## src/rtl/core/b64se_pkg.sv

```systemverilog
// Package for the Base64 stream encoder: item types, group descriptor, alphabet.
// No dependencies.
package b64se_pkg;

    localparam logic [7:0] PadChar = 8'h3D;
    localparam int         QDepth  = 2;

    typedef struct packed {
        logic [7:0] data_byte;
        logic       end_of_message;
    } t_in_item;

    typedef struct packed {
        logic [7:0] out_char;
        logic       last_char;
    } t_out_item;

    // One 24-bit group ready for output, with padding count and end mark.
    typedef struct packed {
        logic [23:0] bits;
        logic [1:0]  pad;
        logic        last;
    } t_group;

    typedef struct packed {
        logic full;
        logic empty;
    } t_q_status;

    function automatic logic [7:0] b64_char(input logic [5:0] s);
        logic [7:0] c;
        if (s < 6'd26) begin
            c = 8'd65 + {2'b00, s};
        end else if (s < 6'd52) begin
            c = 8'd71 + {2'b00, s};
        end else if (s < 6'd62) begin
            c = {2'b00, s} - 8'd4;
        end else if (s == 6'd62) begin
            c = 8'h2B;
        end else begin
            c = 8'h2F;
        end
        return c;
    endfunction

endpackage

```

## src/rtl/core/base64_stream_encoder_unit.sv

```systemverilog
// Top level of the Base64 stream encoder.
// Depends on b64se_pkg, b64se_front, b64se_queue, b64se_back.
//
// Input channel: raw bytes with an end-of-message flag; an item enters on a
// rising edge with i_push high and o_full low. Result channel: one Base64
// character (or '=') per item with a last-character flag; the oldest result
// shows while o_empty is low and leaves on an edge with i_pop high.
// Bytes that do not close a group are only held and give no result. A byte
// that closes a group (third byte, or any byte marked end of message) yields
// four characters; o_empty falls once the group has gone through the queue,
// r_grp and r_out, and the rest follow one per cycle while i_pop stays high.
// Throughput: bytes enter one per cycle while the two-group queue has room;
// sustained, three bytes per four characters, set by the single output
// register that the back end fills one character a cycle while i_pop is high.
// Reset (synchronous, i_rst_n low) drops held bytes, queued groups and the
// waiting result. When the receiver stalls, the result holds, the back end
// stops, the queue fills, and o_full then holds off the sender.
module base64_stream_encoder_unit (
    input  logic                 i_clk,
    input  logic                 i_rst_n,
    input  logic                 i_push,
    input  b64se_pkg::t_in_item  i_in_item,
    output logic                 o_full,
    input  logic                 i_pop,
    output logic                 o_empty,
    output b64se_pkg::t_out_item o_out_item
);
    import b64se_pkg::*;

    t_group    grp_wdata, grp_rdata;
    t_q_status q_status;
    logic      grp_push, grp_pop;

    b64se_front u_front (
        .i_clk      (i_clk),
        .i_rst_n    (i_rst_n),
        .i_push     (i_push),
        .i_in_item  (i_in_item),
        .i_q_status (q_status),
        .o_full     (o_full),
        .o_grp_push (grp_push),
        .o_grp      (grp_wdata)
    );

    b64se_queue u_queue (
        .i_clk    (i_clk),
        .i_rst_n  (i_rst_n),
        .i_wr     (grp_push),
        .i_wdata  (grp_wdata),
        .i_rd     (grp_pop),
        .o_rdata  (grp_rdata),
        .o_status (q_status)
    );

    b64se_back u_back (
        .i_clk      (i_clk),
        .i_rst_n    (i_rst_n),
        .i_grp      (grp_rdata),
        .i_q_status (q_status),
        .o_grp_pop  (grp_pop),
        .i_pop      (i_pop),
        .o_empty    (o_empty),
        .o_out_item (o_out_item)
    );

endmodule

```

## src/rtl/core/b64se_front.sv

```systemverilog
// Front end: accepts bytes, holds up to two, and forms complete or padded groups.
// Depends on b64se_pkg.
module b64se_front (
    input  logic                 i_clk,
    input  logic                 i_rst_n,
    input  logic                 i_push,
    input  b64se_pkg::t_in_item  i_in_item,
    input  b64se_pkg::t_q_status i_q_status,
    output logic                 o_full,
    output logic                 o_grp_push,
    output b64se_pkg::t_group    o_grp
);
    import b64se_pkg::*;

    logic [15:0] r_pend, n_pend;
    logic [1:0]  r_cnt, n_cnt;
    logic        accept;

    assign o_full = i_q_status.full;
    assign accept = i_push && !i_q_status.full;

    always_comb begin
        n_pend     = r_pend;
        n_cnt      = r_cnt;
        o_grp_push = 1'b0;
        o_grp      = '0;
        if (accept) begin
            case (r_cnt)
                2'd2: begin
                    o_grp_push = 1'b1;
                    o_grp.bits = {r_pend, i_in_item.data_byte};
                    o_grp.pad  = 2'd0;
                    o_grp.last = i_in_item.end_of_message;
                    n_pend     = '0;
                    n_cnt      = 2'd0;
                end
                2'd1: begin
                    if (i_in_item.end_of_message) begin
                        o_grp_push = 1'b1;
                        o_grp.bits = {r_pend[7:0], i_in_item.data_byte, 8'h00};
                        o_grp.pad  = 2'd1;
                        o_grp.last = 1'b1;
                        n_pend     = '0;
                        n_cnt      = 2'd0;
                    end else begin
                        n_pend = {r_pend[7:0], i_in_item.data_byte};
                        n_cnt  = 2'd2;
                    end
                end
                default: begin
                    // empty count, and the unreachable count of three, start a fresh group
                    if (i_in_item.end_of_message) begin
                        o_grp_push = 1'b1;
                        o_grp.bits = {i_in_item.data_byte, 16'h0000};
                        o_grp.pad  = 2'd2;
                        o_grp.last = 1'b1;
                        n_pend     = '0;
                        n_cnt      = 2'd0;
                    end else begin
                        n_pend = {8'h00, i_in_item.data_byte};
                        n_cnt  = 2'd1;
                    end
                end
            endcase
        end
    end

    always_ff @(posedge i_clk) begin
        if (!i_rst_n) begin
            r_pend <= '0;
            r_cnt  <= '0;
        end else begin
            r_pend <= n_pend;
            r_cnt  <= n_cnt;
        end
    end

endmodule

```

## src/rtl/core/b64se_queue.sv

```systemverilog
// Two-entry group queue between front and back ends.
// Depends on b64se_pkg.
module b64se_queue (
    input  logic                 i_clk,
    input  logic                 i_rst_n,
    input  logic                 i_wr,
    input  b64se_pkg::t_group    i_wdata,
    input  logic                 i_rd,
    output b64se_pkg::t_group    o_rdata,
    output b64se_pkg::t_q_status o_status
);
    import b64se_pkg::*;

    localparam int PtrW = $clog2(QDepth);
    localparam int CntW = $clog2(QDepth + 1);

    t_group             r_mem [QDepth];
    logic [PtrW-1:0]    r_wptr, r_rptr;
    logic [CntW-1:0]    r_cnt;
    logic               do_wr, do_rd;

    assign o_status.full  = (r_cnt == CntW'(QDepth));
    assign o_status.empty = (r_cnt == '0);
    assign do_wr   = i_wr && !o_status.full;
    assign do_rd   = i_rd && !o_status.empty;
    assign o_rdata = r_mem[r_rptr];

    always_ff @(posedge i_clk) begin
        if (do_wr) begin
            r_mem[r_wptr] <= i_wdata;
        end
    end

    always_ff @(posedge i_clk) begin
        if (!i_rst_n) begin
            r_wptr <= '0;
            r_rptr <= '0;
            r_cnt  <= '0;
        end else begin
            if (do_wr) begin
                r_wptr <= (r_wptr == PtrW'(QDepth - 1)) ? '0 : r_wptr + 1'b1;
            end
            if (do_rd) begin
                r_rptr <= (r_rptr == PtrW'(QDepth - 1)) ? '0 : r_rptr + 1'b1;
            end
            case ({do_wr, do_rd})
                2'b10:   r_cnt <= r_cnt + 1'b1;
                2'b01:   r_cnt <= r_cnt - 1'b1;
                default: r_cnt <= r_cnt;
            endcase
        end
    end

endmodule

```

## src/rtl/core/b64se_back.sv

```systemverilog
// Back end: splits each group into four characters and drives the output register.
// Depends on b64se_pkg.
module b64se_back (
    input  logic                 i_clk,
    input  logic                 i_rst_n,
    input  b64se_pkg::t_group    i_grp,
    input  b64se_pkg::t_q_status i_q_status,
    output logic                 o_grp_pop,
    input  logic                 i_pop,
    output logic                 o_empty,
    output b64se_pkg::t_out_item o_out_item
);
    import b64se_pkg::*;

    t_group     r_grp;
    logic       r_busy;
    logic [1:0] r_idx;
    logic       r_out_valid;
    t_out_item  r_out;
    logic       adv, take;
    logic [5:0] sextet;
    t_out_item  n_out;

    // output register frees when empty or being taken
    assign adv       = !r_out_valid || i_pop;
    assign take      = (!r_busy || (adv && r_idx == 2'd3)) && !i_q_status.empty;
    assign o_grp_pop = take;

    always_comb begin
        case (r_idx)
            2'd0:    sextet = r_grp.bits[23:18];
            2'd1:    sextet = r_grp.bits[17:12];
            2'd2:    sextet = r_grp.bits[11:6];
            default: sextet = r_grp.bits[5:0];
        endcase
        n_out.out_char = b64_char(sextet);
        if ((r_idx == 2'd3 && r_grp.pad != 2'd0) || (r_idx == 2'd2 && r_grp.pad == 2'd2)) begin
            n_out.out_char = PadChar;
        end
        n_out.last_char = r_grp.last && (r_idx == 2'd3);
    end

    always_ff @(posedge i_clk) begin
        if (adv) begin
            r_out <= n_out;
        end
        if (take) begin
            r_grp <= i_grp;
        end
    end

    always_ff @(posedge i_clk) begin
        if (!i_rst_n) begin
            r_busy      <= 1'b0;
            r_idx       <= '0;
            r_out_valid <= 1'b0;
        end else begin
            if (adv) begin
                r_out_valid <= r_busy;
            end
            if (take) begin
                r_busy <= 1'b1;
                r_idx  <= '0;
            end else if (adv && r_busy) begin
                r_idx <= r_idx + 1'b1;
                if (r_idx == 2'd3) begin
                    r_busy <= 1'b0;
                end
            end
        end
    end

    assign o_empty    = !r_out_valid;
    assign o_out_item = r_out;

endmodule

```

## config.mk

```make
export PLATFORM = sky130hd
export DESIGN_NAME = base64_stream_encoder_unit
export DESIGN_NICKNAME = d
export VERILOG_FILES = /design/src/rtl/core/b64se_pkg.sv /design/src/rtl/core/base64_stream_encoder_unit.sv /design/src/rtl/core/b64se_front.sv /design/src/rtl/core/b64se_queue.sv /design/src/rtl/core/b64se_back.sv
export SDC_FILE = /design/constraint.sdc
export NUM_CORES = 1
export LEC_CHECK = 0
export CORE_MARGIN = 2
export CORE_UTILIZATION = 50
export CTS_BUF_LIST = sky130_fd_sc_hd__clkbuf_8 sky130_fd_sc_hd__clkbuf_16
export DETAILED_ROUTE_END_ITERATION = 8
export DONT_BUFFER_PORTS = 1
export GPL_ROUTABILITY_DRIVEN = 0
export PLACE_DENSITY_LB_ADDON = 0.25
export SLEW_MARGIN = 5
export SYNTH_ARGS = -nofsm -noshare
export SYNTH_HDL_FRONTEND = slang
export SYNTH_HIERARCHICAL = 1
export SYNTH_SLANG_ARGS = --single-unit
```

## constraint.sdc

```tcl
create_clock -name i_clk -period 5 [get_ports i_clk]
set_clock_uncertainty 0.1 [all_clocks]
set_input_delay 0 -clock i_clk [delete_from_list [all_inputs] [get_ports i_clk]]
set_output_delay 0 -clock i_clk [all_outputs]
set_load 0.05 [all_outputs]
```

==> results.json <==
{
  "grt_max_degree": 29,
  "synthXorXnorAreaFrac": 0.00685,
  "ys_async_sr_fraction": 0,
  "synth_cell_type_count": 60,
  "crit_buf_inv": 3,
  "cts.path.max_buffers": 2,
  "fin_hold_ws_ns": 0.0574,
  "top_usage_layer": "met2",
  "area_delta_synth_final_pct": 17.6,
  "h-tree-depth": 4,
  "path_common_cell": "inv_1",
  "grt-ovfl-total": 0,
  "post_cts_buffers": 0,
  "cp_max_fo": 27,
  "portBuffers": 0,
  "drt_iter0_drc": 156,
  "path_clk_slew_ns": 0.05,
  "track_usage": 0.178,
  "grt_pass1_vias": 2962,
  "synth-adder-area-share": 0.0245,
  "fp.dieW_um": 105,
  "cellPowerDensity_nw_per_um2": 541,
  "gr-usage-met1": 0.228,
  "fp.dieH_um": 105,
  "final_hold_viol_count": 0,
  "cap_viol_max_count": 0,
  "num_antenna_cells": 0,
  "antenna_left": 0,
  "use_met2": 0.278,
  "clk_latency_ns": 0.52,
  "path_delay_family": "buffers and inverters",
  "synth_area_leaders": "edfxtp_1 (53%), dfxtp_1 (11%), mux2_2 (5.9%)",
  "vias": 2997,
  "max_freq_mhz": 339,
  "synth_top_area_frac": 0.528,
  "avgSynthCellArea_um2": 13.9,
  "p_leak_nw": 2.15,
  "status": "completed",
  "antenna_found_initial": 0,
  "period_minus_slack_ns": 2.95,
  "required_ns": 5.02,
  "cp.arrival_ns": 2.97,
  "die_area_um2": 11100,
  "routed_wirelength_um": 9020,
  "drtPass1Iterations": 4,
  "layout.nets": 414,
  "synth_warnings": 6,
  "cts-root-buf": "clkbuf_8",
  "coreArea_um2": 9860,
  "layout_setup_ws_ns": 2.05,
  "hold_class": "in -> reg",
  "yosys.area_share.simple": 0.0910,
  "synth_edf_count": 90,
  "use_met3": 0.0555,
  "cts_sinks": 117,
  "placementRows": 36,
  "synth_top_family_by_area": "compound AO/OA/AOI/OAI gates",
  "ir_drop_mv": 0.261,
  "worst_slew_pin_slew_ns": 1.20,
  "wl_per_cell_um": 16.8,
  "synth_mux_area_frac": 0.0682,
  "critPathLaunchType": "flip-flop",
  "post_drt_via_cell_ratio": 5.58,
  "drv_slew": 0,
  "cts_buffers": 17,
  "final-setup-viol-count": 0,
  "rsz0062_at_grt": "false",
  "ys_seq_area_frac": 0.634,
  "relSlewSlack": 0.197,
  "yosysMostFrequentCell": "edfxtp_1",
  "synthFlopType": "edfxtp_1",
  "path_class": "reg -> reg",
  "nFillCells": 739,
  "netlist_instances": 367,
  "fin_crit_sh": 0.590,
  "ff_latch_area_um2": 3240,
  "synth-compound-area-share": 0.142,
  "synth-seq-cells": 117,
  "dp_hpwl_um": 5930,
  "initial_utilization": 0.519,
  "drive_gt1_frac": 0.196,
  "cp_cell_sequence": "nand2b_2 -> inv_2 -> nand2b_4 -> nor2_1 -> inv_1 -> or3_1 -> inv_1",
  "yosysTopAreaCell": "edfxtp_1",
  "cts_tree": "yes",
  "slowest_delay_ns": 0.81,
  "multi_input_area_um2": 1710,
  "pre_cts_ws_ns": 2.07,
  "netlist_top_cells_count": "edfxtp_1 (90), dfxtp_1 (27), mux2_2 (27), nand2_1 (21), nor2_1 (18)",
  "synth.net_count": 390,
  "end_kind": "flip-flop",
  "grt_first_pass_wirelength_um": 15000,
  "drc": 0,
  "ioPinCount": 24,
  "syn_area_um2": 5120,
  "setup_tns_ns": 0,
  "crit_slowest_cell": "inv_1"
}
==> routing by layer <==
metal  part of all wire  vias to the layer above
li1                   -                     1481
met1               0.47                     1461
met2               0.49                       47
met3              0.024                        8
met4              0.012                        0
met5                  0                        -
==> where the power goes <==
| part | switching, mW | leakage, nW | internal, mW |
|---|---|---|---|
| clock | 0.409 | 0.299 | 0.852 |
| combinational | 0.339 | 0.793 | 0.241 |
| sequential | 0.178 | 1.06 | 1.23 |
| total | 0.926 | 2.15 | 2.33 |
==> registers in the layout, indices dropped and copies added, names as in the netlist, named ones only <==
| signal | flops |
|---|---|
| u_front/r_cnt | 2 |
| u_back/r_idx | 2 |
| u_back/r_out_valid | 1 |
| u_queue/r_rptr | 1 |
| u_front/r_pend | 16 |
| u_back/r_grp | 27 |
| u_back/o_out_item | 9 |
| u_queue/r_cnt | 2 |
| u_queue/r_mem | 54 |
| u_queue/r_wptr | 1 |
| u_back/r_busy | 1 |
==> final timing paths <==
kind	cells after the start	slack (ns)	startpoint	to
min	1	0.06	i_pop	u_back/o_out_item[8]
min reg2reg	2	0.36	u_front/r_pend[11]	u_front/r_pend[11]
max reg2reg	7	2.05	u_queue/r_cnt[0]	u_queue/r_mem[0][2]
max	7	2.05	u_queue/r_cnt[0]	u_queue/r_mem[0][2]
==> logic make-up (layout without fill, tap and decap cells) <==
| group | count (synthesis) | in the layout |
|---|---|---|
| flops | 117 | 117 |
| compound gates | 88 | 88 |
| simple gates | 84 | 84 |
| buf+inv | 32 | 69 |
| mux | 31 | 31 |
| fa+ha+maj | 10 | 10 |
| xor+xnor | 4 | 4 |
| other cells | 1 | 1 |
==> timing repair <==
action / in CTS / in global routing
endpoints found under the hold margin: 81 / 0
hold buffers: 20 / 0
resized for setup: 0 / 0
==> cells in the final DEF, fill, tap and decap left out, drive strengths merged, types with 9 or more instances in the layout <==
| master | count |
|---|---|
| ha | 10 |
| a211oi | 11 |
| mux2 | 28 |
| and3 | 13 |
| nand2 | 21 |
| nor2 | 18 |
| dfxtp | 27 |
| clkbuf | 17 |
| dlygate4sd3 | 20 |
| a22o | 17 |
| a221oi | 9 |
| inv | 17 |
| a22oi | 13 |
| edfxtp | 90 |
==> final cells by class <==
type                    instances  area share
clock buffers                  17      0.0688
clock inverters                15      0.0351
inverters                      15     0.00936
multi-input cells             218       0.284
flip-flops and latches        117       0.539
well taps                     133      0.0277
repair buffers                 22      0.0358
==> per-stage QoR <==
| stage | instance area, um^2 | instances | util | total power, mW |
|---|---|---|---|---|
| global placement | 5190 | 485 | 0.526 | 1.98 |
| detailed placement | 5190 | 485 | 0.526 | 1.99 |
| global route | 6020 | 537 | 0.610 | 3.40 |
| CTS | 6020 | 537 | 0.610 | 3.28 |
| floorplan | 5120 | 367 | - | 1.87 |
| finish | 6020 | 537 | 0.610 | 3.25 |
==> worst register-to-register path, cell delays in order (launching register included) <==
cell and delay (ns):
dfxtp_1 0.42, nand2b_2 0.18, inv_2 0.15, nand2b_4 0.26, nor2_1 0.21, inv_1 0.07
or3_1 0.37, inv_1 0.81
Note: power is estimated with default switching activity, not from simulation.
